### src/design/sfpe_pkg.sv
`timescale 1ns / 1ps
// ----------------------------------------------------------------------------
// SENT frame pulse encoder package
// Shared types, codes and the CRC4 helper for the SENT frame pulse encoder.
// ----------------------------------------------------------------------------
package sfpe_pkg;

	localparam int unsigned NIB_W    = 4;
	localparam int unsigned LEN_W    = 10;
	localparam int unsigned KIND_W   = 3;
	localparam int unsigned TIME_W   = 17;
	localparam int unsigned TICK_W   = 10;
	localparam int unsigned CNT_W    = 4;
	localparam int unsigned SEL_MAXW = 3;
	localparam int unsigned CFG_IDX_W = 2;
	localparam int unsigned CFG_DAT_W = 10;

	localparam logic [KIND_W-1:0] KIND_SYNC   = 3'd0;
	localparam logic [KIND_W-1:0] KIND_STATUS = 3'd1;
	localparam logic [KIND_W-1:0] KIND_DATA   = 3'd2;
	localparam logic [KIND_W-1:0] KIND_CRC    = 3'd3;
	localparam logic [KIND_W-1:0] KIND_PAUSE  = 3'd4;

	localparam logic [CFG_IDX_W-1:0] REG_NIBBLE_COUNT = 2'd0;
	localparam logic [CFG_IDX_W-1:0] REG_CRC_VARIANT  = 2'd1;
	localparam logic [CFG_IDX_W-1:0] REG_CRC_SEED     = 2'd2;
	localparam logic [CFG_IDX_W-1:0] REG_TICK_TENTHS  = 2'd3;

	localparam logic [LEN_W-1:0]  SYNC_TICKS  = 10'd56;
	localparam logic [LEN_W-1:0]  NIBBLE_BASE = 10'd12;
	localparam logic [LEN_W-1:0]  PAUSE_MIN   = 10'd12;
	localparam logic [LEN_W-1:0]  PAUSE_MAX   = 10'd768;
	localparam logic [TICK_W-1:0] TICK_MAX    = 10'd900;

	typedef struct packed {
		logic                load;
		logic                issue;
		logic [KIND_W-1:0]   kind;
		logic                bad;
		logic                last;
		logic [SEL_MAXW-1:0] sel;
	} cmd_t;

	typedef struct packed {
		logic adv;
		logic pause_bad;
		logic pause_zero;
	} sts_t;

	// Multiplication by x^4 modulo x^4+x^3+x^2+1.
	function automatic logic [NIB_W-1:0] mul_x4(input logic [NIB_W-1:0] v);
		logic [NIB_W-1:0] r;
		unique case (v)
			4'd0:    r = 4'd0;
			4'd1:    r = 4'd13;
			4'd2:    r = 4'd7;
			4'd3:    r = 4'd10;
			4'd4:    r = 4'd14;
			4'd5:    r = 4'd3;
			4'd6:    r = 4'd9;
			4'd7:    r = 4'd4;
			4'd8:    r = 4'd1;
			4'd9:    r = 4'd12;
			4'd10:   r = 4'd6;
			4'd11:   r = 4'd11;
			4'd12:   r = 4'd15;
			4'd13:   r = 4'd2;
			4'd14:   r = 4'd8;
			default: r = 4'd5;
		endcase
		return r;
	endfunction

endpackage

### src/design/sent_frame_pulse_encoder_core.sv
`timescale 1ns / 1ps
// ----------------------------------------------------------------------------
// SENT frame pulse encoder core
// Turns one SENT frame into its sync, status, data, CRC and pause intervals.
// ----------------------------------------------------------------------------
// A zero pause adds no pause interval; a pause out of range gives a single
// bad-frame interval. Throughput: one interval per cycle when the output is
// not stalled; a new frame is taken only once the previous frame has issued
// all its intervals. The interval sequencer in the controller sets this rate.
// Reset returns the registers to their defaults and empties the pipeline.
module sent_frame_pulse_encoder_core #(
	parameter int unsigned MAX_NIBBLES = 8
) (
	input  logic                                  clk,
	input  logic                                  arst_n,
	input  logic                                  in_valid,
	output logic                                  in_stall,
	input  logic [sfpe_pkg::NIB_W-1:0]            status_nibble,
	input  logic [sfpe_pkg::NIB_W-1:0]            data_nibble_0,
	input  logic [sfpe_pkg::NIB_W-1:0]            data_nibble_1,
	input  logic [sfpe_pkg::NIB_W-1:0]            data_nibble_2,
	input  logic [sfpe_pkg::NIB_W-1:0]            data_nibble_3,
	input  logic [sfpe_pkg::NIB_W-1:0]            data_nibble_4,
	input  logic [sfpe_pkg::NIB_W-1:0]            data_nibble_5,
	input  logic [sfpe_pkg::NIB_W-1:0]            data_nibble_6,
	input  logic [sfpe_pkg::NIB_W-1:0]            data_nibble_7,
	input  logic [sfpe_pkg::LEN_W-1:0]            pause_len,
	output logic                                  out_valid,
	input  logic                                  out_stall,
	output logic [sfpe_pkg::LEN_W-1:0]            interval_len,
	output logic [sfpe_pkg::KIND_W-1:0]           pulse_kind,
	output logic [sfpe_pkg::TIME_W-1:0]           end_time_us,
	output logic                                  bad_frame,
	output logic                                  frame_end,
	input  logic                                  cfg_we,
	input  logic [sfpe_pkg::CFG_IDX_W-1:0]        cfg_index,
	input  logic [sfpe_pkg::CFG_DAT_W-1:0]        cfg_wdata
);
	import sfpe_pkg::*;

	logic [CNT_W-1:0]      nibble_count_q;
	logic                  crc_variant_q;
	logic [NIB_W-1:0]      crc_seed_q;
	logic [TICK_W-1:0]     tick_tenths_q;
	logic [7:0][NIB_W-1:0] nib_in;
	cmd_t                  cmd;
	sts_t                  sts;

	assign nib_in = {data_nibble_7, data_nibble_6, data_nibble_5, data_nibble_4,
		data_nibble_3, data_nibble_2, data_nibble_1, data_nibble_0};

	always_ff @(posedge clk or negedge arst_n) begin
		if (!arst_n) begin
			nibble_count_q <= CNT_W'(6);
			crc_variant_q  <= 1'b1;
			crc_seed_q     <= NIB_W'(5);
			tick_tenths_q  <= TICK_W'(30);
		end else if (cfg_we) begin
			unique case (cfg_index)
				REG_NIBBLE_COUNT: nibble_count_q <= cfg_wdata[CNT_W-1:0];
				REG_CRC_VARIANT:  crc_variant_q  <= cfg_wdata[0];
				REG_CRC_SEED:     crc_seed_q     <= cfg_wdata[NIB_W-1:0];
				default:          tick_tenths_q  <= cfg_wdata[TICK_W-1:0];
			endcase
		end
	end

	sfpe_ctrl #(
		.MAX_NIBBLES(MAX_NIBBLES)
	) u_ctrl (
		.clk          (clk),
		.arst_n       (arst_n),
		.in_valid     (in_valid),
		.in_stall     (in_stall),
		.nibble_count (nibble_count_q),
		.sts          (sts),
		.cmd          (cmd)
	);

	sfpe_dp #(
		.MAX_NIBBLES(MAX_NIBBLES)
	) u_dp (
		.clk            (clk),
		.arst_n         (arst_n),
		.cmd            (cmd),
		.sts            (sts),
		.nib_in         (nib_in),
		.status_in      (status_nibble),
		.pause_in       (pause_len),
		.crc_variant    (crc_variant_q),
		.crc_seed       (crc_seed_q),
		.tick_tenths_us (tick_tenths_q),
		.out_stall      (out_stall),
		.out_valid      (out_valid),
		.interval_len   (interval_len),
		.pulse_kind     (pulse_kind),
		.end_time_us    (end_time_us),
		.bad_frame      (bad_frame),
		.frame_end      (frame_end)
	);

endmodule

### src/design/sfpe_ctrl.sv
`timescale 1ns / 1ps
// ----------------------------------------------------------------------------
// SENT frame pulse encoder controller
// Sequences the intervals of one frame and issues one command per interval.
// ----------------------------------------------------------------------------
module sfpe_ctrl #(
	parameter int unsigned MAX_NIBBLES = 8
) (
	input  logic                        clk,
	input  logic                        arst_n,
	input  logic                        in_valid,
	output logic                        in_stall,
	input  logic [sfpe_pkg::CNT_W-1:0]  nibble_count,
	input  sfpe_pkg::sts_t              sts,
	output sfpe_pkg::cmd_t              cmd
);
	import sfpe_pkg::*;

	localparam logic ST_IDLE = 1'b0;
	localparam logic ST_EMIT = 1'b1;
	localparam logic [CNT_W-1:0] MAX_CNT = CNT_W'(MAX_NIBBLES);

	logic             state_q;
	logic [CNT_W-1:0] pos_q;
	logic [CNT_W-1:0] cnt_eff;
	logic [CNT_W-1:0] pos_crc;
	logic [CNT_W-1:0] pos_sel;
	logic             done;

	always_comb begin
		if (nibble_count == '0) begin
			cnt_eff = CNT_W'(1);
		end else if (nibble_count > MAX_CNT) begin
			cnt_eff = MAX_CNT;
		end else begin
			cnt_eff = nibble_count;
		end
	end

	assign pos_crc  = cnt_eff + CNT_W'(2);
	assign pos_sel  = pos_q - CNT_W'(2);
	assign in_stall = (state_q != ST_IDLE);

	always_comb begin
		cmd       = '0;
		done      = 1'b0;
		cmd.load  = in_valid && (state_q == ST_IDLE);
		cmd.sel   = pos_sel[SEL_MAXW-1:0];
		if (state_q == ST_EMIT && sts.adv) begin
			cmd.issue = 1'b1;
			if (pos_q == '0) begin
				if (sts.pause_bad) begin
					cmd.bad  = 1'b1;
					cmd.last = 1'b1;
					done     = 1'b1;
				end else begin
					cmd.kind = KIND_SYNC;
				end
			end else if (pos_q == CNT_W'(1)) begin
				cmd.kind = KIND_STATUS;
			end else if (pos_q < pos_crc) begin
				cmd.kind = KIND_DATA;
			end else if (pos_q == pos_crc) begin
				cmd.kind = KIND_CRC;
				cmd.last = sts.pause_zero;
				done     = sts.pause_zero;
			end else begin
				cmd.kind = KIND_PAUSE;
				cmd.last = 1'b1;
				done     = 1'b1;
			end
		end
	end

	always_ff @(posedge clk or negedge arst_n) begin
		if (!arst_n) begin
			state_q <= ST_IDLE;
			pos_q   <= '0;
		end else begin
			unique case (state_q)
				ST_IDLE: begin
					if (cmd.load) begin
						state_q <= ST_EMIT;
						pos_q   <= '0;
					end
				end
				default: begin
					if (cmd.issue) begin
						if (done) begin
							state_q <= ST_IDLE;
						end
						pos_q <= pos_q + CNT_W'(1);
					end
				end
			endcase
		end
	end

endmodule

### src/design/sfpe_dp.sv
`timescale 1ns / 1ps
// ----------------------------------------------------------------------------
// SENT frame pulse encoder datapath
// Holds the frame, runs the CRC4 and computes interval lengths and end times.
// ----------------------------------------------------------------------------
module sfpe_dp #(
	parameter int unsigned MAX_NIBBLES = 8
) (
	input  logic                                  clk,
	input  logic                                  arst_n,
	input  sfpe_pkg::cmd_t                        cmd,
	output sfpe_pkg::sts_t                        sts,
	input  logic [7:0][sfpe_pkg::NIB_W-1:0]       nib_in,
	input  logic [sfpe_pkg::NIB_W-1:0]            status_in,
	input  logic [sfpe_pkg::LEN_W-1:0]            pause_in,
	input  logic                                  crc_variant,
	input  logic [sfpe_pkg::NIB_W-1:0]            crc_seed,
	input  logic [sfpe_pkg::TICK_W-1:0]           tick_tenths_us,
	input  logic                                  out_stall,
	output logic                                  out_valid,
	output logic [sfpe_pkg::LEN_W-1:0]            interval_len,
	output logic [sfpe_pkg::KIND_W-1:0]           pulse_kind,
	output logic [sfpe_pkg::TIME_W-1:0]           end_time_us,
	output logic                                  bad_frame,
	output logic                                  frame_end
);
	import sfpe_pkg::*;

	localparam int unsigned SEL_W   = (MAX_NIBBLES > 1) ? $clog2(MAX_NIBBLES) : 1;
	localparam int unsigned CUM_W   = 11;
	localparam int unsigned ACC_W   = 20;
	localparam int unsigned SUM_W   = 21;
	localparam int unsigned RCP_W   = 20;
	localparam int unsigned RCP_SH  = 23;
	localparam logic [RCP_W-1:0] RECIP_TEN = 20'd838861;
	localparam logic [SUM_W-1:0] ROUND_HALF = 21'd5;

	logic [NIB_W-1:0]  held_nib_q [MAX_NIBBLES];
	logic [NIB_W-1:0]  held_status_q;
	logic [LEN_W-1:0]  held_pause_q;
	logic [NIB_W-1:0]  crc_q;
	logic [CUM_W-1:0]  cum_q;

	logic [NIB_W-1:0]  sel_nib;
	logic [NIB_W-1:0]  crc_final;
	logic [LEN_W-1:0]  len;
	logic [CUM_W-1:0]  cum_next;
	logic [TICK_W-1:0] tick_eff;
	logic              adv;

	logic              v1_s1, v2_s2, v3_s3;
	logic [LEN_W-1:0]  len_s1, len_s2;
	logic [KIND_W-1:0] kind_s1, kind_s2;
	logic              bad_s1, bad_s2, last_s1, last_s2;
	logic [CUM_W-1:0]  cum_s1;
	logic [ACC_W-1:0]  acc_s2;
	logic [SUM_W-1:0]  sum;
	logic [SUM_W+RCP_W-1:0] quot_full;

	assign adv     = !v3_s3 || !out_stall;
	assign sts.adv = adv;
	assign sts.pause_zero = (held_pause_q == '0);
	assign sts.pause_bad  = (held_pause_q != '0) &&
		((held_pause_q < PAUSE_MIN) || (held_pause_q > PAUSE_MAX));

	assign sel_nib   = held_nib_q[cmd.sel[SEL_W-1:0]];
	assign crc_final = crc_variant ? mul_x4(crc_q) : crc_q;

	always_comb begin
		if (tick_tenths_us == '0) begin
			tick_eff = TICK_W'(1);
		end else if (tick_tenths_us > TICK_MAX) begin
			tick_eff = TICK_MAX;
		end else begin
			tick_eff = tick_tenths_us;
		end
	end

	always_comb begin
		if (cmd.bad) begin
			len = '0;
		end else begin
			case (cmd.kind)
				KIND_SYNC:   len = SYNC_TICKS;
				KIND_STATUS: len = NIBBLE_BASE + LEN_W'(held_status_q);
				KIND_DATA:   len = NIBBLE_BASE + LEN_W'(sel_nib);
				KIND_CRC:    len = NIBBLE_BASE + LEN_W'(crc_final);
				default:     len = held_pause_q;
			endcase
		end
	end

	assign cum_next = cum_q + CUM_W'(len);

	always_ff @(posedge clk) begin
		if (cmd.load) begin
			for (int i = 0; i < MAX_NIBBLES; i++) begin
				held_nib_q[i] <= nib_in[i];
			end
			held_status_q <= status_in;
			held_pause_q  <= pause_in;
			crc_q         <= crc_seed;
			cum_q         <= '0;
		end else if (cmd.issue) begin
			cum_q <= cum_next;
			if (cmd.kind == KIND_DATA && !cmd.bad) begin
				crc_q <= mul_x4(crc_q) ^ sel_nib;
			end
		end
	end

	always_ff @(posedge clk or negedge arst_n) begin
		if (!arst_n) begin
			v1_s1 <= 1'b0;
			v2_s2 <= 1'b0;
			v3_s3 <= 1'b0;
		end else if (adv) begin
			v1_s1 <= cmd.issue;
			v2_s2 <= v1_s1;
			v3_s3 <= v2_s2;
		end
	end

	assign sum       = SUM_W'(acc_s2) + ROUND_HALF;
	assign quot_full = sum * RECIP_TEN;

	always_ff @(posedge clk) begin
		if (adv) begin
			len_s1       <= len;
			kind_s1      <= cmd.kind;
			bad_s1       <= cmd.bad;
			last_s1      <= cmd.last;
			cum_s1       <= cmd.bad ? '0 : cum_next;
			len_s2       <= len_s1;
			kind_s2      <= kind_s1;
			bad_s2       <= bad_s1;
			last_s2      <= last_s1;
			acc_s2       <= ACC_W'(cum_s1) * ACC_W'(tick_eff);
			interval_len <= len_s2;
			pulse_kind   <= kind_s2;
			bad_frame    <= bad_s2;
			frame_end    <= last_s2;
			end_time_us  <= quot_full[RCP_SH +: TIME_W];
		end
	end

	assign out_valid = v3_s3;

endmodule

### config.mk
export PLATFORM = sky130hd
export DESIGN_NAME = sent_frame_pulse_encoder_core
export DESIGN_NICKNAME = d
export VERILOG_FILES = /design/src/design/sfpe_pkg.sv /design/src/design/sent_frame_pulse_encoder_core.sv /design/src/design/sfpe_ctrl.sv /design/src/design/sfpe_dp.sv
export SDC_FILE = /design/constraint.sdc
export NUM_CORES = 1
export LEC_CHECK = 0
export BUFFER_PORTS_ARGS = -buffer_cell sky130_fd_sc_hd__buf_2
export CAP_MARGIN = 20
export CORE_MARGIN = 5
export CORE_UTILIZATION = 65
export CTS_CLUSTER_SIZE = 24
export DETAILED_ROUTE_END_ITERATION = 10
export GPL_TIMING_DRIVEN = 0
export PLACE_DENSITY = 0.84
export SLEW_MARGIN = 0
export SYNTH_ARGS = -nofsm -noshare
export SYNTH_HDL_FRONTEND = slang
export SYNTH_SLANG_ARGS = --single-unit
### constraint.sdc
create_clock -name clk -period 15.1 [get_ports clk]
set_input_delay 0.755 -clock clk [delete_from_list [all_inputs] [get_ports clk]]
set_output_delay 0.755 -clock clk [all_outputs]
set_load 0.01 [all_outputs]
* Word-level counts from Yosys, hierarchy flattened
Memories as Yosys holds them, arrays and structs flattened. A register that Yosys moved wholly into a read port is not among the register bits.
Index checks and enable logic that the tools add are counted.
** Storage, ports and cells
- Memories :: 3
- Bits in read-only memories :: 128
- Register bits after elaboration :: 149
- Bits of input ports :: 63
- RAM bits :: 32
- Word-level logic and storage cells :: 120
- Output and inout bits :: 34
** Operators by class
- Reductions and logical operators :: 26
- Multiplexer cells :: 37
- $mul :: 2
- Bitwise gates (word level) :: 3
- Magnitude comparators :: 5
- Add/sub/neg operators :: 8
- Equality and inequality tests :: 8
** Memories
- (no name shown) :: depth 16, width 4, rd ports 1, clocked after memory_dff 1, wr ports 0, line sfpe_pkg.sv:53 : unique case (v)
- (no name shown) :: depth 16, width 4, rd ports 1, clocked after memory_dff 1, wr ports 0, line sfpe_pkg.sv:53
- u_dp.held_nib_q :: depth 8, width 4, rd ports 1, clocked after memory_dff 0, wr ports 8, line sfpe_dp.sv:38 : logic [NIB_W-1:0] held_nib_q [MAX_NIBBLES];
** Operators by type and width (count)
- two-way mux 4 bit :: 14
- multiplier 21 x 20 -> 40 bit (second input constant) :: 1
- one-hot mux 10 bit (4 select lines) :: 1
- two-way mux 10 bit :: 3
- adder 20 x 3 -> 21 bit (second input constant) :: 1
- greater-than comparator 10 bit (second input constant) :: 2
- zero test 10 bit :: 2
- multiplier 11 x 10 -> 20 bit :: 1
- adder 4 x 4 -> 5 bit (first input constant) :: 3
- two-way mux 1 bit :: 13
- two-way mux 3 bit :: 4
- AND reduction 2 bit :: 6
- adder 11 x 10 -> 11 bit :: 1
- < comparator 10 x 4 -> 1 bit (second input constant) :: 1
- nonzero test 10 bit :: 1
- zero test 4 bit :: 2
- equality test 3 x 2 -> 1 bit (second input constant) :: 2
- two-way mux 6 bit :: 1
- nonzero test 2 bit :: 3
- adder 4 x 1 -> 4 bit (second input constant) :: 1
- adder 4 x 2 -> 4 bit (second input constant) :: 1
- equality test 4 x 1 -> 1 bit (second input constant) :: 1
- equality test 4 bit :: 1
- greater-than comparator 4 bit (second input constant) :: 1
- 15 further kinds :: 22

* Logic depth before layout (Yosys ltp)
- Depth after elaboration :: 20
- Depth in mapped cells :: 28
- Gate-level depth less buffers :: 28

* Cells and area by module
A second synthesis with hierarchy kept.
** Second synthesis, totals
- Cells, all modules :: 1638
- Area, all modules :: 18472.7 um2
** By module, submodules not included
- sfpe_dp :: area an instance 17197.7 um2, sequential area each 4669.5 um2, times used 1, cells each 1537
- sent_frame_pulse_encoder_core :: area an instance 752.0 um2, sequential area each 486.7 um2, times used 1, cells each 42
- sfpe_ctrl :: area an instance 523.0 um2, sequential area each 125.1 um2, times used 1, cells each 59

* Least setup slack after synthesis
No wires, ideal clock.
- Kind :: register to register
- Start point :: register u_dp.acc_s2[3]
- End point :: register u_dp.end_time_us[7] (netlist name) (data pin)
- Arrival :: 6.728 ns
- Library setup time :: 0.258 ns
- Stages on the path, launching flop included :: 28
- Slack :: 8.114 ns
- Period minus slack after synthesis :: 6.986 ns
- Buffers on the path :: 0
- Cells stage by stage :: edfxtp_1 > and3_1 > and3_1 > nand3_1 > nor2_1 > and4_1 > nand4_1 > xnor2_1 > ha_1 > fa_1 > ha_1 > inv_1 > fa_1 > inv_1 > fa_1 > fa_1 > inv_1 > fa_1 > inv_1 > ha_1 > nand2_1 > o211ai_1 > a211oi_1 > a221oi_1 > o31a_2 > o221a_4 > a21oi_2 > xnor2_1
** On the way
- Word-level cells in the longest chain between the ends :: 2
** RTL lines
- from (decl) :: line sfpe_dp.sv:56 : logic [ACC_W-1:0] acc_s2;
- from (signal assigned) :: line sfpe_dp.sv:138 : acc_s2 <= ACC_W'(cum_s1) * ACC_W'(tick_eff);
- adder 20 x 3 -> 21 bit :: line sfpe_dp.sv:124 : assign sum = SUM_W'(acc_s2) + ROUND_HALF;
- multiplier 21 x 20 -> 40 bit :: line sfpe_dp.sv:125 : assign quot_full = sum * RECIP_TEN;
- via u_dp.quot_full[30] :: line sfpe_dp.sv:58 : logic [SUM_W+RCP_W-1:0] quot_full;
- to (signal assigned) :: line sfpe_dp.sv:143 : end_time_us <= quot_full[RCP_SH +: TIME_W];
- to (decl) :: line sfpe_dp.sv:23 : output logic [sfpe_pkg::TIME_W-1:0] end_time_us,
The timed path passes the listed nets, and every way through them passes these cells.
A chain may end at the register's enable or synchronous reset.

* Worst setup path after layout
- Start point :: register u_dp.acc_s2[3]
- End point :: register u_dp.end_time_us[11] (netlist name) (data pin)
The elaborated chain is that of the path after synthesis.

==> impl_metrics.tcl <==
set metrics [dict create \
    wirelength_um 41000 \
    ys_seq_area_share_pct 28.8 \
    finalWorstSetupSlack_ns 6.90 \
    io_buffer_count 96 \
    tritoncts "yes" \
    rsz0062_at_grt "false" \
    dr.first_iter.drc_count 1121 \
    final_net_count 2329 \
    final_max_slew_viol_count 0 \
    grt_overflow 0 \
    syn_to_final_growth_pct 9.07 \
    rr_endpoint "u_dp.end_time_us[11]$_DFFE_PN_" \
    r2r_cells 27 \
    max_slew.worst_pin.slew_ns 1.05 \
    diodes 0 \
    hold_violations 0 \
    synthFlopType "edfxtp_1" \
    gp_routability_congestion 0.941 \
    grt_pass1_wl_um 67800 \
    place_ws_ns 7.12 \
    finalSetupViolCount 0 \
    numCtsBuffers 17 \
    crit_required_ns 15.29 \
    syn_avg_cell_area_um2 11.1 \
    status "completed" \
    synth_top_area_cell "fa_1" \
    routedWlPerCell_um 18.9 \
    cts_max_level 4 \
    cp.arrival_ns 8.39 \
    cts_max_path_buffers 2 \
    yosys_warnings 0 \
    fp.coreArea_um2 27900 \
    synth.area.top_cells "fa_1, edfxtp_1, ha_1" \
    r2r_start "u_dp.acc_s2[3]$_DFFE_PN_" \
    grt_pass1_vias 13512 \
    antenna_found_initial 0 \
    async_flop_share_pct 14.6 \
    insertion_delay_ns 0.45 \
    register_area_um2 5280 \
    synth_cell_type_count 66 \
    start_util_pct 65.8 \
    slew_headroom_pct 29.6 \
    start_kind "flip-flop" \
    criticalPathCategory "reg -> reg" \
    dp_hpwl_um 32300 \
    finalCritPeriodShare_pct 54.3 \
    hp-class "in -> async" \
    synthCells 1659 \
    rows 61 \
    routed-via-count 12524 \
    maxCapViolCount 0 \
    grt_max_degree 59 \
    die_area_um2 31700 \
    syn-cell-area_um2 18300 \
    synth_edf_count 143 \
    dr.pass1.iters 8 \
    clkSlewWorstSetupHoldPaths_ns 0.09 \
    drcViolationCount 0 \
    clock.fmax_mhz 122 \
    die_w_um 178 \
    avgViaCountPerCell 5.78 \
    final.setup.tns_ns 0 \
    cts_root_buf "clkbuf_16" \
    synth_most_common_cell "inv_1" \
    finalCriticalPeriod_ns 8.20 \
    hold_slack_ns 0.298 \
    cts_sinks 185 \
    grt_usage_pct 27.5 \
    syn-num-nets 2212 \
    die_h_um 178 \
    ios 97 \
    path_max_fanout 6 \
    cts_setup_buffers 0 \
    drive_above_1_share_pct 10.4 \
    postCtsHoldBufs 0 \
    drtAntennaViolNets 0 \
    synth_common_cells "inv_1, ha_1, fa_1, edfxtp_1, nand2_1" \
    finClkSkew_ns 0.0242 \
    fillCellCount 1846 \
    synth_top_area_share_pct 23.8 \
    endpoint_kind "flip-flop" \
    r2r_setup_slack_ns 6.90 \
    ys_seq_elements 185 \
    cts_resized 0 \
    multiInputGateArea_um2 11700 \
]
==> state kept, by name (all words and copies together) (netlist names), 4 cells and up, named ones only <==
register,flops
u_dp.interval_len,10
tick_tenths_q,10
crc_seed_q,4
u_dp.held_nib_q,32
nibble_count_q,4
u_dp.len_s2,10
u_dp.end_time_us,17
u_dp.acc_s2,20
u_dp.held_status_q,4
u_ctrl.pos_q,4
u_dp.cum_q,11
u_dp.len_s1,10
u_dp.held_pause_q,10
u_dp.crc_q,4
u_dp.cum_s1,11
==> cell families (layout without fill, tap and decap cells) <==
family,Yosys count,in the layout,share of synthesized area (%)
adders and majority gates,490,490,42.4
buffers and inverters,374,504,7.72
and+or+nand+nor,310,310,8.02
DFF,185,185,28.8
AOI/OAI and AO/OA,182,182,6.39
xor gates and xnor gates,76,76,3.67
muxes,42,42,3.06
==> worst max-delay path by stage <==
stage          depth (start not counted)  slack [ns]                             end                startpoint
2_1_floorplan                         27        8.11   u_dp.end_time_us[7]$_DFFE_PN_  u_dp.acc_s2[3]$_DFFE_PN_
3_5_place_dp                          27        7.12  u_dp.end_time_us[11]$_DFFE_PN_  u_dp.acc_s2[3]$_DFFE_PN_
6_report                              27        6.90  u_dp.end_time_us[11]$_DFFE_PN_  u_dp.acc_s2[3]$_DFFE_PN_
4_1_cts                               27        6.98  u_dp.end_time_us[11]$_DFFE_PN_  u_dp.acc_s2[3]$_DFFE_PN_
3_3_place_gp                          18        7.08   u_dp.cum_s1[10]$_SDFFCE_PP0N_                 out_stall
5_1_grt                               27        6.54  u_dp.end_time_us[11]$_DFFE_PN_  u_dp.acc_s2[3]$_DFFE_PN_
==> stage by stage <==
stage          std cells  instance area (um2)  util [%]
2_1_floorplan       1659                18300         -
3_3_place_gp        2133                19300      69.3
3_5_place_dp        2135                19300      69.5
4_1_cts             2167                20000      71.8
5_1_grt             2167                20000      71.8
6_report            2167                20000      71.8
==> worst max-delay path, cell delays in order, from the launching register on <==
cell,delay (ns)
edfxtp_1,0.41
and3_1,0.18
and3_1,0.20
nand3_1,0.10
nor2_1,0.18
and4_1,0.30
nand4_1,0.14
xnor2_1,0.73
ha_1,0.43
fa_1,0.51
ha_1,0.30
inv_1,0.05
fa_1,0.49
inv_1,0.05
fa_1,0.48
fa_1,0.58
inv_1,0.07
fa_1,0.56
inv_1,0.05
ha_1,0.32
nand2_1,0.08
o211ai_1,0.12
a211oi_1,0.40
o211ai_2,0.21
o21ai_2,0.37
o21ai_0,0.25
a211oi_1,0.32
nor2_1,0.08
==> routing by layer <==
layer | vias to the layer above | track usage (%) | wire length, um
li1 | 5723 | - | -
met5 | - | 0 | 0
met2 | 491 | 47.9 | 20600
met3 | 109 | 4.85 | 2750
met4 | 0 | 10.0 | 1490
met1 | 6201 | 34.7 | 16100
==> cell type report <==
type                    count  area share, %
well taps                 378           2.36
multi-input cells        1100           58.2
inverters                 344           6.45
clock buffers              17           2.13
plain buffers              30          0.625
repair buffers             98           2.64
flip-flops and latches    185           26.4
clock inverters            15           1.14
==> placed cells by master (no fill, tap or decap), types with 43 or more instances in the layout <==
master	instances
ha_1	272
nor2_1	58
inv_1	344
fa_1	218
edfxtp_1	143
buf_2	99
xnor2_1	43
nand2_1	121
o21ai_0	52
a21oi_1	47
Power is not shown: default switching activity piles up to over one toggle a cycle in this logic, so the estimate is an artifact.
